### src/sv/fhc_pkg.sv
// fhc_pkg: shared constants, types and the colormap for the heatmap colorizer
// used by fhc_div, fhc_log2 and frame_heatmap_colorizer; no dependencies
package fhc_pkg;

    localparam int FRAME_SIDE_DEF        = 256;
    localparam int LOG_FRACTION_BITS_DEF = 16;

    localparam int PIX_W      = 32;
    localparam int IDX_W      = 16;
    localparam int INT_W      = 10;
    localparam int MSB_W      = 5;
    localparam int COLOR_W    = 8;
    localparam int CMD_W      = 2;
    localparam int MODE_W     = 2;
    localparam int CFG_IDX_W  = 2;
    localparam int CFG_DATA_W = 32;

    localparam logic [CMD_W-1:0] CMD_CLEAR    = 2'd0;
    localparam logic [CMD_W-1:0] CMD_MEASURE  = 2'd1;
    localparam logic [CMD_W-1:0] CMD_COLORIZE = 2'd2;

    localparam logic [MODE_W-1:0] MODE_LINEAR = 2'd0;
    localparam logic [MODE_W-1:0] MODE_LOG    = 2'd1;
    localparam logic [MODE_W-1:0] MODE_RANGE  = 2'd2;

    localparam logic [CFG_IDX_W-1:0] REG_SCALE_MODE   = 2'd0;
    localparam logic [CFG_IDX_W-1:0] REG_MAX_OVERRIDE = 2'd1;
    localparam logic [CFG_IDX_W-1:0] REG_TRANSPOSE    = 2'd2;

    typedef struct packed {
        logic             sat;
        logic [INT_W-1:0] quot;
    } t_div_res;

    typedef struct packed {
        logic [COLOR_W-1:0] red;
        logic [COLOR_W-1:0] green;
        logic [COLOR_W-1:0] blue;
    } t_rgb;

    localparam t_rgb RGB_WHITE = '{red: 8'hFF, green: 8'hFF, blue: 8'hFF};

    function automatic t_rgb colormap(input t_div_res res);
        t_rgb               c;
        logic [COLOR_W-1:0] lo;
        lo = res.quot[COLOR_W-1:0];
        c  = RGB_WHITE;
        if (res.sat) begin
            c.red   = '1;
            c.green = '0;
            c.blue  = '0;
        end else begin
            case (res.quot[INT_W-1:INT_W-2])
                2'd0: begin
                    if (res.quot != '0) begin
                        c.red   = '0;
                        c.green = lo;
                        c.blue  = '1;
                    end
                end
                2'd1: begin
                    c.red   = '0;
                    c.green = '1;
                    c.blue  = ~lo;
                end
                2'd2: begin
                    c.red   = lo;
                    c.green = '1;
                    c.blue  = '0;
                end
                default: begin
                    c.red   = '1;
                    c.green = ~lo;
                    c.blue  = '0;
                end
            endcase
        end
        return c;
    endfunction

endpackage

### src/sv/frame_heatmap_colorizer.sv
// frame_heatmap_colorizer: two-pass false-color renderer, top level
// depends on fhc_pkg, fhc_log2 and fhc_div
//
// usage: requests enter on i_in_valid/o_in_stall with i_cmd and i_pixel_value.
// clear and measure requests give no result; colorize requests give one result
// on o_out_valid/i_out_stall with color and output coordinates. registers are
// to be written through i_cfg_we/i_cfg_index/i_cfg_data only while the block
// is idle; the block itself does not enforce it.
// one request is worked on at a time; o_in_stall is high from the accept
// of a colorize request until its result moves into the output register,
// and the next request can be accepted in the cycle after.
// a colorize request in linear and range modes goes through the serial divider
// (one quotient bit per cycle), which stops early when the result saturates;
// log mode first adds two passes of the log unit (shift normalize, then one
// squaring per fraction bit); a scale error found at the accept skips both
// units and goes straight to the hold state.
// the output register lets the next request be accepted while a result
// waits; a stalled receiver holds the result and, once a second result is
// done, the input stalls too.
// reset clears statistics, pixel counter, registers and the output valid.
module frame_heatmap_colorizer #(
    parameter int FRAME_SIDE        = fhc_pkg::FRAME_SIDE_DEF,
    parameter int LOG_FRACTION_BITS = fhc_pkg::LOG_FRACTION_BITS_DEF
) (
    input  logic                               i_clk,
    input  logic                               i_rst_n,
    input  logic                               i_in_valid,
    output logic                               o_in_stall,
    input  logic [fhc_pkg::CMD_W-1:0]          i_cmd,
    input  logic [fhc_pkg::PIX_W-1:0]          i_pixel_value,
    output logic                               o_out_valid,
    input  logic                               i_out_stall,
    output logic [fhc_pkg::COLOR_W-1:0]        o_red,
    output logic [fhc_pkg::COLOR_W-1:0]        o_green,
    output logic [fhc_pkg::COLOR_W-1:0]        o_blue,
    output logic [fhc_pkg::COLOR_W-1:0]        o_out_col,
    output logic [fhc_pkg::COLOR_W-1:0]        o_out_row,
    output logic                               o_scale_error,
    input  logic                               i_cfg_we,
    input  logic [fhc_pkg::CFG_IDX_W-1:0]      i_cfg_index,
    input  logic [fhc_pkg::CFG_DATA_W-1:0]     i_cfg_data
);

    localparam int PW       = fhc_pkg::PIX_W;
    localparam int CW       = fhc_pkg::COLOR_W;
    localparam int LOG_W    = fhc_pkg::MSB_W + LOG_FRACTION_BITS;
    localparam int NUM_W    = (LOG_W > PW) ? LOG_W : PW;
    localparam int IDX_W    = fhc_pkg::IDX_W;
    localparam int TOTAL    = FRAME_SIDE * FRAME_SIDE;
    localparam int IDX_LAST = (TOTAL > 2**IDX_W) ? (2**IDX_W - 1) : (TOTAL - 1);
    localparam int ALONG_W  = $clog2(FRAME_SIDE);
    localparam int ACR_W    = $clog2(IDX_LAST / FRAME_SIDE + 1);

    typedef enum logic [4:0] {
        S_IDLE = 5'b00001,
        S_LOGM = 5'b00010,
        S_LOGP = 5'b00100,
        S_DIV  = 5'b01000,
        S_HOLD = 5'b10000
    } t_state;

    // control
    t_state                       r_state, n_state;
    logic [fhc_pkg::MODE_W-1:0]   r_scale_mode, n_scale_mode;
    logic [PW-1:0]                r_max_override, n_max_override;
    logic                         r_transpose, n_transpose;
    logic [PW-1:0]                r_frame_max, n_frame_max;
    logic [PW-1:0]                r_frame_min, n_frame_min;
    logic [IDX_W-1:0]             r_index, n_index;
    logic [ALONG_W-1:0]           r_along, n_along;
    logic [ACR_W-1:0]             r_across, n_across;
    logic                         r_log_start, n_log_start;
    logic                         r_div_start, n_div_start;
    logic                         r_out_valid, n_out_valid;

    // payload
    logic [PW-1:0]                r_pix, n_pix;
    logic [PW-1:0]                r_log_in, n_log_in;
    logic [LOG_W-1:0]             r_lden, n_lden;
    logic [NUM_W-1:0]             r_num, n_num;
    logic [NUM_W-1:0]             r_den, n_den;
    logic                         r_err, n_err;
    fhc_pkg::t_rgb                r_rgb, n_rgb;
    logic [CW-1:0]                r_col, n_col;
    logic [CW-1:0]                r_row, n_row;
    fhc_pkg::t_rgb                r_out_rgb, n_out_rgb;
    logic [CW-1:0]                r_out_col, n_out_col;
    logic [CW-1:0]                r_out_row, n_out_row;
    logic                         r_out_err, n_out_err;

    logic                         w_accept;
    logic                         w_out_free;
    logic [PW-1:0]                w_m;
    logic [PW-1:0]                w_range_num;
    logic [PW-1:0]                w_range_den;
    logic                         w_log_done;
    logic [LOG_W-1:0]             w_log;
    logic                         w_div_done;
    fhc_pkg::t_div_res            w_div_res;
    logic [ALONG_W-1:0]           w_flip;
    logic [31:0]                  w_flip32;
    logic [31:0]                  w_acr32;

    fhc_log2 #(
        .LOG_FRAC (LOG_FRACTION_BITS)
    ) u_log2 (
        .i_clk   (i_clk),
        .i_rst_n (i_rst_n),
        .i_start (r_log_start),
        .i_value (r_log_in),
        .o_done  (w_log_done),
        .o_log   (w_log)
    );

    fhc_div #(
        .NUM_W (NUM_W)
    ) u_div (
        .i_clk   (i_clk),
        .i_rst_n (i_rst_n),
        .i_start (r_div_start),
        .i_num   (r_num),
        .i_den   (r_den),
        .o_done  (w_div_done),
        .o_res   (w_div_res)
    );

    assign o_in_stall  = (r_state != S_IDLE);
    assign w_accept    = i_in_valid && !o_in_stall;
    assign w_out_free  = !r_out_valid || !i_out_stall;
    assign w_m         = (r_max_override != '0) ? r_max_override : r_frame_max;
    assign w_range_num = (i_pixel_value > r_frame_min) ? (i_pixel_value - r_frame_min) : '0;
    assign w_range_den = r_frame_max - r_frame_min;
    assign w_flip      = ALONG_W'(FRAME_SIDE - 1) - r_along;
    assign w_flip32    = 32'(w_flip);
    assign w_acr32     = 32'(r_across);

    always_comb begin
        n_state        = r_state;
        n_scale_mode   = r_scale_mode;
        n_max_override = r_max_override;
        n_transpose    = r_transpose;
        n_frame_max    = r_frame_max;
        n_frame_min    = r_frame_min;
        n_index        = r_index;
        n_along        = r_along;
        n_across       = r_across;
        n_log_start    = 1'b0;
        n_div_start    = 1'b0;
        n_out_valid    = r_out_valid;
        n_pix          = r_pix;
        n_log_in       = r_log_in;
        n_lden         = r_lden;
        n_num          = r_num;
        n_den          = r_den;
        n_err          = r_err;
        n_rgb          = r_rgb;
        n_col          = r_col;
        n_row          = r_row;
        n_out_rgb      = r_out_rgb;
        n_out_col      = r_out_col;
        n_out_row      = r_out_row;
        n_out_err      = r_out_err;

        if (i_cfg_we) begin
            unique case (i_cfg_index)
                fhc_pkg::REG_SCALE_MODE:   n_scale_mode   = i_cfg_data[fhc_pkg::MODE_W-1:0];
                fhc_pkg::REG_MAX_OVERRIDE: n_max_override = i_cfg_data[PW-1:0];
                fhc_pkg::REG_TRANSPOSE:    n_transpose    = i_cfg_data[0];
                default: ;
            endcase
        end

        if (r_out_valid && !i_out_stall) begin
            n_out_valid = 1'b0;
        end

        unique case (r_state)
            S_IDLE: begin
                if (w_accept) begin
                    unique case (i_cmd)
                        fhc_pkg::CMD_CLEAR: begin
                            n_frame_max = '0;
                            n_frame_min = '1;
                            n_index     = '0;
                            n_along     = '0;
                            n_across    = '0;
                        end
                        fhc_pkg::CMD_MEASURE: begin
                            if (i_pixel_value > r_frame_max) begin
                                n_frame_max = i_pixel_value;
                            end
                            if (i_pixel_value != '0 && i_pixel_value < r_frame_min) begin
                                n_frame_min = i_pixel_value;
                            end
                        end
                        fhc_pkg::CMD_COLORIZE: begin
                            if (r_transpose) begin
                                n_col = w_acr32[CW-1:0];
                                n_row = w_flip32[CW-1:0];
                            end else begin
                                n_col = w_flip32[CW-1:0];
                                n_row = w_acr32[CW-1:0];
                            end
                            if (r_index == IDX_W'(IDX_LAST)) begin
                                n_index  = '0;
                                n_along  = '0;
                                n_across = '0;
                            end else begin
                                n_index = r_index + 1'b1;
                                if (r_along == ALONG_W'(FRAME_SIDE - 1)) begin
                                    n_along  = '0;
                                    n_across = r_across + 1'b1;
                                end else begin
                                    n_along = r_along + 1'b1;
                                end
                            end
                            n_err   = 1'b1;
                            n_rgb   = fhc_pkg::RGB_WHITE;
                            n_state = S_HOLD;
                            if (r_frame_max != '0) begin
                                unique case (r_scale_mode)
                                    fhc_pkg::MODE_LINEAR: begin
                                        n_err       = 1'b0;
                                        n_num       = NUM_W'(i_pixel_value);
                                        n_den       = NUM_W'(w_m);
                                        n_div_start = 1'b1;
                                        n_state     = S_DIV;
                                    end
                                    fhc_pkg::MODE_LOG: begin
                                        n_err       = 1'b0;
                                        n_pix       = i_pixel_value;
                                        n_log_in    = w_m;
                                        n_log_start = 1'b1;
                                        n_state     = S_LOGM;
                                    end
                                    fhc_pkg::MODE_RANGE: begin
                                        if (r_frame_max > r_frame_min) begin
                                            n_err       = 1'b0;
                                            n_num       = NUM_W'(w_range_num);
                                            n_den       = NUM_W'(w_range_den);
                                            n_div_start = 1'b1;
                                            n_state     = S_DIV;
                                        end
                                    end
                                    default: ;
                                endcase
                            end
                        end
                        default: ;
                    endcase
                end
            end
            S_LOGM: begin
                if (w_log_done) begin
                    n_lden = w_log;
                    if (w_log == '0) begin
                        // log of a max of one
                        n_err   = 1'b1;
                        n_rgb   = fhc_pkg::RGB_WHITE;
                        n_state = S_HOLD;
                    end else begin
                        n_log_in    = r_pix;
                        n_log_start = 1'b1;
                        n_state     = S_LOGP;
                    end
                end
            end
            S_LOGP: begin
                if (w_log_done) begin
                    n_num       = NUM_W'(w_log);
                    n_den       = NUM_W'(r_lden);
                    n_div_start = 1'b1;
                    n_state     = S_DIV;
                end
            end
            S_DIV: begin
                if (w_div_done) begin
                    n_rgb   = fhc_pkg::colormap(w_div_res);
                    n_state = S_HOLD;
                end
            end
            S_HOLD: begin
                if (w_out_free) begin
                    n_out_valid = 1'b1;
                    n_out_rgb   = r_rgb;
                    n_out_col   = r_col;
                    n_out_row   = r_row;
                    n_out_err   = r_err;
                    n_state     = S_IDLE;
                end
            end
            default: begin
                n_state = S_IDLE;
            end
        endcase
    end

    always_ff @(posedge i_clk) begin
        if (!i_rst_n) begin
            r_state        <= S_IDLE;
            r_scale_mode   <= '0;
            r_max_override <= '0;
            r_transpose    <= 1'b0;
            r_frame_max    <= '0;
            r_frame_min    <= '1;
            r_index        <= '0;
            r_along        <= '0;
            r_across       <= '0;
            r_log_start    <= 1'b0;
            r_div_start    <= 1'b0;
            r_out_valid    <= 1'b0;
        end else begin
            r_state        <= n_state;
            r_scale_mode   <= n_scale_mode;
            r_max_override <= n_max_override;
            r_transpose    <= n_transpose;
            r_frame_max    <= n_frame_max;
            r_frame_min    <= n_frame_min;
            r_index        <= n_index;
            r_along        <= n_along;
            r_across       <= n_across;
            r_log_start    <= n_log_start;
            r_div_start    <= n_div_start;
            r_out_valid    <= n_out_valid;
        end
    end

    always_ff @(posedge i_clk) begin
        r_pix     <= n_pix;
        r_log_in  <= n_log_in;
        r_lden    <= n_lden;
        r_num     <= n_num;
        r_den     <= n_den;
        r_err     <= n_err;
        r_rgb     <= n_rgb;
        r_col     <= n_col;
        r_row     <= n_row;
        r_out_rgb <= n_out_rgb;
        r_out_col <= n_out_col;
        r_out_row <= n_out_row;
        r_out_err <= n_out_err;
    end

    assign o_out_valid   = r_out_valid;
    assign o_red         = r_out_rgb.red;
    assign o_green       = r_out_rgb.green;
    assign o_blue        = r_out_rgb.blue;
    assign o_out_col     = r_out_col;
    assign o_out_row     = r_out_row;
    assign o_scale_error = r_out_err;

    a_div_done_in_div: assert property (@(posedge i_clk) disable iff (!i_rst_n)
        w_div_done |-> r_state == S_DIV)
        else $error("divider finished outside the divide state");

    a_log_done_in_log: assert property (@(posedge i_clk) disable iff (!i_rst_n)
        w_log_done |-> (r_state == S_LOGM || r_state == S_LOGP))
        else $error("log unit finished outside a log state");

    a_min_below_max: assert property (@(posedge i_clk) disable iff (!i_rst_n)
        r_frame_max != '0 |-> r_frame_min <= r_frame_max)
        else $error("smallest nonzero value above frame max");

    a_along_in_frame: assert property (@(posedge i_clk) disable iff (!i_rst_n)
        r_along <= ALONG_W'(FRAME_SIDE - 1))
        else $error("pixel position beyond frame side");

endmodule

### src/sv/fhc_div.sv
// fhc_div: bit-serial restoring divider, floor(1023*num/den) with saturation at 1024
// one quotient bit per cycle; depends on fhc_pkg
module fhc_div #(
    parameter int NUM_W = 32
) (
    input  logic                i_clk,
    input  logic                i_rst_n,
    input  logic                i_start,
    input  logic [NUM_W-1:0]    i_num,
    input  logic [NUM_W-1:0]    i_den,
    output logic                o_done,
    output fhc_pkg::t_div_res   o_res
);

    localparam int REM_W = NUM_W + fhc_pkg::INT_W;
    localparam int CNT_W = $clog2(fhc_pkg::INT_W);

    typedef enum logic [2:0] {
        D_IDLE  = 3'b001,
        D_CHECK = 3'b010,
        D_STEP  = 3'b100
    } t_dstate;

    t_dstate                    r_state, n_state;
    logic [REM_W-1:0]           r_rem, n_rem;
    logic [REM_W-1:0]           r_dsh, n_dsh;
    logic [fhc_pkg::INT_W-1:0]  r_quot, n_quot;
    logic                       r_nz, n_nz;
    logic [CNT_W-1:0]           r_cnt, n_cnt;
    logic                       r_done, n_done;
    fhc_pkg::t_div_res          r_res, n_res;

    logic [REM_W:0]             w_diff;
    logic                       w_ge;
    logic [fhc_pkg::INT_W-1:0]  w_q_next;

    assign w_diff   = {1'b0, r_rem} - {1'b0, r_dsh};
    assign w_ge     = !w_diff[REM_W];
    assign w_q_next = {r_quot[fhc_pkg::INT_W-2:0], w_ge};

    always_comb begin
        n_state = r_state;
        n_rem   = r_rem;
        n_dsh   = r_dsh;
        n_quot  = r_quot;
        n_nz    = r_nz;
        n_cnt   = r_cnt;
        n_done  = 1'b0;
        n_res   = r_res;
        unique case (r_state)
            D_IDLE: begin
                if (i_start) begin
                    // 1023*num as (num << 10) - num
                    n_rem   = {i_num, {fhc_pkg::INT_W{1'b0}}} - REM_W'(i_num);
                    n_dsh   = {i_den, {fhc_pkg::INT_W{1'b0}}};
                    n_nz    = (i_num != '0);
                    n_state = D_CHECK;
                end
            end
            D_CHECK: begin
                if (w_ge) begin
                    n_res.sat  = 1'b1;
                    n_res.quot = '0;
                    n_done     = 1'b1;
                    n_state    = D_IDLE;
                end else begin
                    n_dsh   = r_dsh >> 1;
                    n_quot  = '0;
                    n_cnt   = '0;
                    n_state = D_STEP;
                end
            end
            D_STEP: begin
                if (w_ge) begin
                    n_rem = w_diff[REM_W-1:0];
                end
                n_quot = w_q_next;
                n_dsh  = r_dsh >> 1;
                n_cnt  = r_cnt + 1'b1;
                if (r_cnt == CNT_W'(fhc_pkg::INT_W - 1)) begin
                    n_res.sat = 1'b0;
                    // nonzero pixel that scales below one
                    if (w_q_next == '0 && r_nz) begin
                        n_res.quot = fhc_pkg::INT_W'(1);
                    end else begin
                        n_res.quot = w_q_next;
                    end
                    n_done  = 1'b1;
                    n_state = D_IDLE;
                end
            end
            default: begin
                n_state = D_IDLE;
            end
        endcase
    end

    always_ff @(posedge i_clk) begin
        if (!i_rst_n) begin
            r_state <= D_IDLE;
            r_done  <= 1'b0;
        end else begin
            r_state <= n_state;
            r_done  <= n_done;
        end
    end

    always_ff @(posedge i_clk) begin
        r_rem  <= n_rem;
        r_dsh  <= n_dsh;
        r_quot <= n_quot;
        r_nz   <= n_nz;
        r_cnt  <= n_cnt;
        r_res  <= n_res;
    end

    assign o_done = r_done;
    assign o_res  = r_res;

endmodule

### src/sv/fhc_log2.sv
// fhc_log2: fixed-point log2 of a 32-bit value, msb in the integer part
// normalizes by shifting, then one fraction bit per squaring; depends on fhc_pkg
module fhc_log2 #(
    parameter int LOG_FRAC = fhc_pkg::LOG_FRACTION_BITS_DEF
) (
    input  logic                                  i_clk,
    input  logic                                  i_rst_n,
    input  logic                                  i_start,
    input  logic [fhc_pkg::PIX_W-1:0]             i_value,
    output logic                                  o_done,
    output logic [fhc_pkg::MSB_W+LOG_FRAC-1:0]    o_log
);

    localparam int CNT_W = $clog2(LOG_FRAC);
    localparam int PW    = fhc_pkg::PIX_W;

    typedef enum logic [2:0] {
        L_IDLE = 3'b001,
        L_NORM = 3'b010,
        L_SQR  = 3'b100
    } t_lstate;

    t_lstate                     r_state, n_state;
    logic [PW-1:0]               r_x, n_x;
    logic [fhc_pkg::MSB_W-1:0]   r_msb, n_msb;
    logic [LOG_FRAC-1:0]         r_frac, n_frac;
    logic [CNT_W-1:0]            r_cnt, n_cnt;
    logic                        r_done, n_done;

    logic [2*PW-1:0]             w_sq;
    logic [PW-1:0]               w_x_sq;

    assign w_sq   = (2*PW)'(r_x) * (2*PW)'(r_x);
    assign w_x_sq = w_sq[2*PW-1] ? w_sq[2*PW-1:PW] : w_sq[2*PW-2:PW-1];

    always_comb begin
        n_state = r_state;
        n_x     = r_x;
        n_msb   = r_msb;
        n_frac  = r_frac;
        n_cnt   = r_cnt;
        n_done  = 1'b0;
        unique case (r_state)
            L_IDLE: begin
                if (i_start) begin
                    n_x     = i_value;
                    n_msb   = fhc_pkg::MSB_W'(PW - 1);
                    n_state = L_NORM;
                end
            end
            L_NORM: begin
                if (r_x == '0) begin
                    n_msb   = '0;
                    n_frac  = '0;
                    n_done  = 1'b1;
                    n_state = L_IDLE;
                end else if (r_x[PW-1]) begin
                    n_frac  = '0;
                    n_cnt   = '0;
                    n_state = L_SQR;
                end else if (r_x[PW-1:PW-4] == '0) begin
                    n_x   = r_x << 4;
                    n_msb = r_msb - fhc_pkg::MSB_W'(4);
                end else begin
                    n_x   = r_x << 1;
                    n_msb = r_msb - 1'b1;
                end
            end
            L_SQR: begin
                n_x    = w_x_sq;
                n_frac = {r_frac[LOG_FRAC-2:0], w_sq[2*PW-1]};
                n_cnt  = r_cnt + 1'b1;
                if (r_cnt == CNT_W'(LOG_FRAC - 1)) begin
                    n_done  = 1'b1;
                    n_state = L_IDLE;
                end
            end
            default: begin
                n_state = L_IDLE;
            end
        endcase
    end

    always_ff @(posedge i_clk) begin
        if (!i_rst_n) begin
            r_state <= L_IDLE;
            r_done  <= 1'b0;
        end else begin
            r_state <= n_state;
            r_done  <= n_done;
        end
    end

    always_ff @(posedge i_clk) begin
        r_x    <= n_x;
        r_msb  <= n_msb;
        r_frac <= n_frac;
        r_cnt  <= n_cnt;
    end

    assign o_done = r_done;
    assign o_log  = {r_msb, r_frac};

endmodule

### config.mk
export PLATFORM = sky130hd
export DESIGN_NAME = frame_heatmap_colorizer
export DESIGN_NICKNAME = d
export VERILOG_FILES = /design/src/sv/fhc_pkg.sv /design/src/sv/frame_heatmap_colorizer.sv /design/src/sv/fhc_div.sv /design/src/sv/fhc_log2.sv
export SDC_FILE = /design/constraint.sdc
export NUM_CORES = 2
export LEC_CHECK = 0
export BUFFER_PORTS_ARGS = -buffer_cell sky130_fd_sc_hd__buf_2
export CORE_ASPECT_RATIO = 0.9
export CORE_MARGIN = 2
export CORE_UTILIZATION = 58
export CTS_BUF_LIST = sky130_fd_sc_hd__clkbuf_16
export DETAILED_ROUTE_END_ITERATION = 10
export PLACE_DENSITY = 0.83
export SYNTH_ARGS = -nofsm -noshare
export SYNTH_HDL_FRONTEND = slang
export SYNTH_SLANG_ARGS = --single-unit
### constraint.sdc
create_clock -name i_clk -period 18.1 [get_ports i_clk]
set_clock_uncertainty 0.1 [all_clocks]
set_input_delay 3.62 -clock i_clk [delete_from_list [all_inputs] [get_ports i_clk]]
set_output_delay 3.62 -clock i_clk [all_outputs]
set_load 0.02 [all_outputs]
### Yosys cells after proc, flatten, opt, wreduce, memory -nomap -nowiden

Cells that the tools add are included.

* register bits after elaboration: 544
* input port bits: 73
* output and inout bits: 43
* logic and storage cells: 304

* $add $sub $neg: 12
* multipliers: 1
* $lt $le $gt $ge: 4
* eq/ne operators: 51
* muxes and demuxes: 128
* bitwise operators: 1
* reduce and logical (&&, ||, !) cells: 62

Operators by type and width (number)
* $mux 32: 25
* $pmux 32 s2: 7
* $mux 24: 7
* $mux 42: 4
* $pmux 24 s3: 2
* $reduce_bool 32->1: 4
* $pmux 42 s3: 1
* $gt 32x32->1: 3
* $pmux 32 s3: 1
* $pmux 42 s2: 1
* $mux 5: 13
* $mul 32x32->64: 1
* $pmux 16 s2: 2
* $sub 32x32->32: 2
* $mux 16: 3
* $mux 8: 6
* $sub 42x42->43: 1
* $sub 42x32->42: 1
* $logic_not 32->1: 1
* $lt 32x32->1: 1
* $pmux 8 s2: 2
* $reduce_and 3->1: 9
* $ne 2x2->1 const B: 13
* $pmux 5 s5: 1
* 53 further kinds: 148

### Longest topological paths before layout

* word-level depth: 8
* gate-level depth with buffers: 32
* gate-level depth less buffers: 29

### By module

Synthesis repeated with hierarchy kept, for this count alone.

* cells, all modules: 6473
* area, all modules: 60848.4 sq um

Modules (own cells, without submodules)
* fhc_log2: instances 1, cells each 3560, area each 32876.5 sq um, sequential area each 1791.7 sq um
* frame_heatmap_colorizer: instances 1, cells each 2010, area each 19287.2 sq um, sequential area each 9719.3 sq um
* fhc_div: instances 1, cells each 903, area each 8684.6 sq um, sequential area each 3353.2 sq um

### Least setup slack after synthesis

Ideal clock, no wire load.

* kind: input -> register
* start: input port i_cmd[0] (netlist name)
* end: register r_den[0] (enable)
* setup time: 667 ps
* data arrival time: 10698 ps
* data required time: 17333 ps
* path slack: 6635 ps
* stages on the path: 4
* buffers on the path: 1
* cell sequence: clkbuf_1 nor2b_1 nand2_1 o41ai_1

* cells in the longest elaborated chain, start to end: 3

RTL lines
* start: declaration: RTL line frame_heatmap_colorizer.sv:29 `input logic [fhc_pkg::CMD_W-1:0] i_cmd,`
* $eq 2x2->1: RTL line frame_heatmap_colorizer.sv:180 `unique case (i_cmd)`
* $ne 2x1->1 (no line)
* $reduce_and 7->1 (no line)
* end signal: assignment: RTL line frame_heatmap_colorizer.sv:333 `r_den <= n_den;`
* end: declaration: RTL line frame_heatmap_colorizer.sv:81 `logic [NUM_W-1:0] r_den, n_den;`

No other way between the ends.
A chain may end at the register's enable or synchronous reset.

### Worst setup path after layout

* start: register u_log2.r_x[7]
* end: register u_log2.r_x[22], data pin

* cells in the longest elaborated chain, start to end: 3

RTL lines
* start: declaration: RTL line fhc_log2.sv:24 `logic [PW-1:0] r_x, n_x;`
* start signal: assignment: RTL line fhc_log2.sv:95 `r_x <= n_x;`
* $mul 32x32->64: RTL line fhc_log2.sv:33 `assign w_sq = (2*PW)'(r_x) * (2*PW)'(r_x);`
* $mux 32: RTL line fhc_log2.sv:34 `assign w_x_sq = w_sq[2*PW-1] ? w_sq[2*PW-1:PW] : w_sq[2*PW-2:PW-1];`
* $pmux 32 s3: RTL line fhc_log2.sv:43 `unique case (r_state)`
* named net u_log2.n_x[22]: RTL line fhc_log2.sv:24

The timed path passes the listed nets, and every way through them passes these cells.

==> flow_summary_export.csv <==
group,metric,value,unit
setup_path,crit_top_cell,"fa_1",
setup_path,startpoint_type,"register",
final_layout,design_area,63100,um2
detailed_routing,drt_wl_total,163000,um
clock_network,cts_setup_buffers,0,
final_layout,nNetsFinal,7504,
synthesis,synth-edff-count,397,
min_path,hold_start,"r_row[1]",
run_status,status,"finished clean",
place,place_congestion,0.985,
timing,worst_slack,8.35,ns
power_and_ir_drop,ir_worst_vdd,0.0000797,V
global_route,grt_max_degree,71,
synthesis,synth_area_per_cell,9.59,um2
final_layout,syn_to_final_growth,6.06,%
detailed_routing,drtPass1Iterations,6,
setup_path,worstRegToRegCells,27,
power_and_ir_drop,swShare,36.7,%
min_path,hold_depth,0,
detailed_routing,drt-initial-drc-count,4696,
floorplanning,fp.dieW,342,um
final_layout,fillers,8096,
detailed_routing,avgRoutedWirePerCell,21.5,um
power_and_ir_drop,p_seq_share,34.8,%
synthesis,async_flop_share,0,%
detailed_routing,routed_via_density,5.99,
timing,hold_viol_final,0,
timing,rsz0062_at_grt,"no",
synthesis,synthDistinctLibCells,91,
power_and_ir_drop,total_power,3.93,mW
place,dp_slack,8.69,ns
setup_path,r2r_end,"u_log2.r_x[22]",
synthesis,yosysTopAreaCellShare,26.7,%
clock_network,holdBufCountCts,0,
timing,slew_violations,0,
power_and_ir_drop,p_switching,1.44,mW
final_layout,fin_util,62.0,%
timing,slew_headroom,19.0,%
timing,tns,0,ns
place,placed_cell_area,61300,um2
clock_network,clk_latency,0.64,ns
place,dp_hpwl,125000,um
power_and_ir_drop,clkPwrFrac,28.3,%
floorplanning,die_y,308,um
global_route,first_global_vias,46400,
clock_network,cts_sinks,544,
global_route,antenna_found_initial,22,
detailed_routing,ant_nets,0,
floorplanning,die_area,105000,um2
clock_network,cts_tree,"done",
setup_path,cp_slowest_cell,"edfxtp_1",
timing,worstMarginPinSlew,1.21,ns
power_and_ir_drop,power_density,62.3,nW/um2
setup_path,rrSetupSlack,8.35,ns
global_route,grt_usage,31.3,%
synthesis,yosys_register_bits,544,
setup_path,critical_path_class,"reg -> reg",
timing,finalCritPeriodShare,53.9,%
flow_run,max_cap_viol_count,0,
global_route,grt_pass1_wl,256000,um
setup_path,worstPathArrival,10.03,ns
power_and_ir_drop,p_leak,29.7,nW
clock_network,clock_path_buffers,3,
timing,setup_violations,0,
synthesis,yosysMostFrequentCell,"inv_1",
synthesis,ys.flop_type,"edfxtp_1",
setup_path,setup.worst_path.start,"u_log2.r_x[7]",
synthesis,yosysWarnings,0,
clock_network,cts_max_level,2,
global_route,grt_overflow,0,
synthesis,synth-seq-area-share,25.0,%
min_path,hold_class,"reg -> reg",
timing,min_period,9.75,ns
min_path,min_to,"o_out_row[1]",
floorplanning,core_area,102000,um2
floorplanning,io_pins,116,
synthesis,yosys-top-cells-count,"inv_1, fa_1, nand2_1, ha_1, edfxtp_1",
setup_path,rr_startpoint,"u_log2.r_x[7]",
setup_path,cp_max_fo,23,
floorplanning,initial_utilization,58.4,%
setup_path,max_stage_delay,0.75,ns
place,numPortBuffers,115,
detailed_routing,vias,45400,
floorplanning,rows,111,
detailed_routing,drc,0,
synthesis,syn_inst,6201,
synthesis,synth_area,59500,um2
clock_network,cts_root_buffer,"clkbuf_16",
setup_path,required,18.37,ns
synthesis,synthTopCellsByArea,"fa_1, edfxtp_1, ha_1, inv_1, dfxtp_1",
clock_network,path_clk_slew,0.07,ns
setup_path,cp-end-kind,"register",
clock_network,cts_made_buffers,56,
synthesis,synth_top_area_cell,"fa_1",
power_and_ir_drop,p_comb_share,36.9,%
power_and_ir_drop,p_int,2.49,mW
timing,fmax,103,MHz
final_layout,drive_gt1_share,5.72,%
synthesis,synth_fp_nets,7533,
clock_network,cts_resized,0,
-- routing by layer --
| metal | up-vias | wire length [um] | global-route usage (%) |
|---|---|---|---|
| li1 | 20200 | - | - |
| met1 | 22300 | 65200 | 42.9 |
| met2 | 2401 | 74000 | 49.2 |
| met3 | 451 | 17600 | 6.88 |
| met4 | 24 | 6190 | 10.7 |
| met5 | - | 149 | 0 |
-- worst max path at each step --
stage / endpoint / slack (ns) / cells past startpoint
detailed placement: u_log2.r_x[30] / 8.69 / 26
global placement: u_log2.r_x[30] / 8.81 / 26
floorplan: r_den[0] / 6.63 / 4
finish: u_log2.r_x[22] / 8.35 / 27
global route: u_log2.r_x[22] / 8.16 / 29
CTS: u_log2.r_x[22] / 8.66 / 28
-- worst max-delay path: cells and delay by family, from the launching register on --
family                   cells  cell delay, ns
buffers and inverters        6            1.51
AO/OA/AOI/OAI                9            2.14
adder cells (fa/ha/maj)      9            4.29
flip-flops                   1            0.75
AND/OR/NAND/NOR              2            0.55
XOR/XNOR                     1            0.16
-- area by class of cell --
type	instances	area, um2	area share, %
Clock inverter	48	310	0.492
Antenna cell	7	17.5	0.0278
Timing Repair Buffer	177	1040	1.65
Sequential cell	544	14900	23.6
Multi-Input combinational cell	4225	39300	62.4
Inverter	1168	4380	6.95
Clock buffer	57	1430	2.26
Tap cell	1356	1700	2.69
-- cells in the final DEF, fill, tap and decap left out, drive strengths merged, types with 38 or more instances in the layout --
cell type,Yosys,routed
inv,1167,1197
fa,794,794
nand2,563,563
ha,465,465
edfxtp,397,397
a21oi,339,339
nor2,314,314
and2,294,294
o21ai,217,217
buf,21,177
dfxtp,147,147
xnor2,127,127
a21o,96,96
xor2,91,91
nand4,63,63
nor3,63,63
nor2b,62,62
nor4,59,59
a31oi,57,57
clkbuf,243,57
mux2i,56,56
nand3,44,44
a21boi,41,41
o21bai,38,38
-- cells by family after synthesis --
family / after synthesis / synth area share [%]
AND/OR/NAND/NOR: 1593 / 13.1
buffers and inverters: 1432 / 9.08
adder cells (fa/ha/maj): 1259 / 36.5
AO/OA/AOI/OAI: 1066 / 11.6
flip-flops: 544 / 25.0
XOR/XNOR: 218 / 3.21
multiplexers: 89 / 1.57
-- through the flow --
stage	cells	hold slack [ns]
CTS	7575	0.319
global placement	7470	0.301
finish	7582	0.317
global route	7579	0.324
floorplan	6201	0.300
detailed placement	7470	0.305
-- power groups by stage --
stage	Combinational, mW	Sequential, mW	Clock, mW
finish	1.45	1.37	1.11
global route	1.58	1.37	1.17
CTS	1.40	1.37	1.12
detailed placement	1.39	1.39	0
global placement	1.36	1.39	0
floorplan	0.996	1.39	0
-- sequential cells by signal (all words and copies together), names as in the netlist, 9 cells and up --
signal          flops
u_div.r_dsh        42
r_num              32
r_frame_min        32
r_lden             21
r_max_override     32
u_div.o_res        11
u_log2.r_x         32
u_div.r_quot        9
r_index            16
u_log2.r_frac      16
r_frame_max        32
r_log_in           32
u_div.r_rem        42
r_pix              32
r_rgb              24
r_den              32
(Power assumes the default switching activity.)
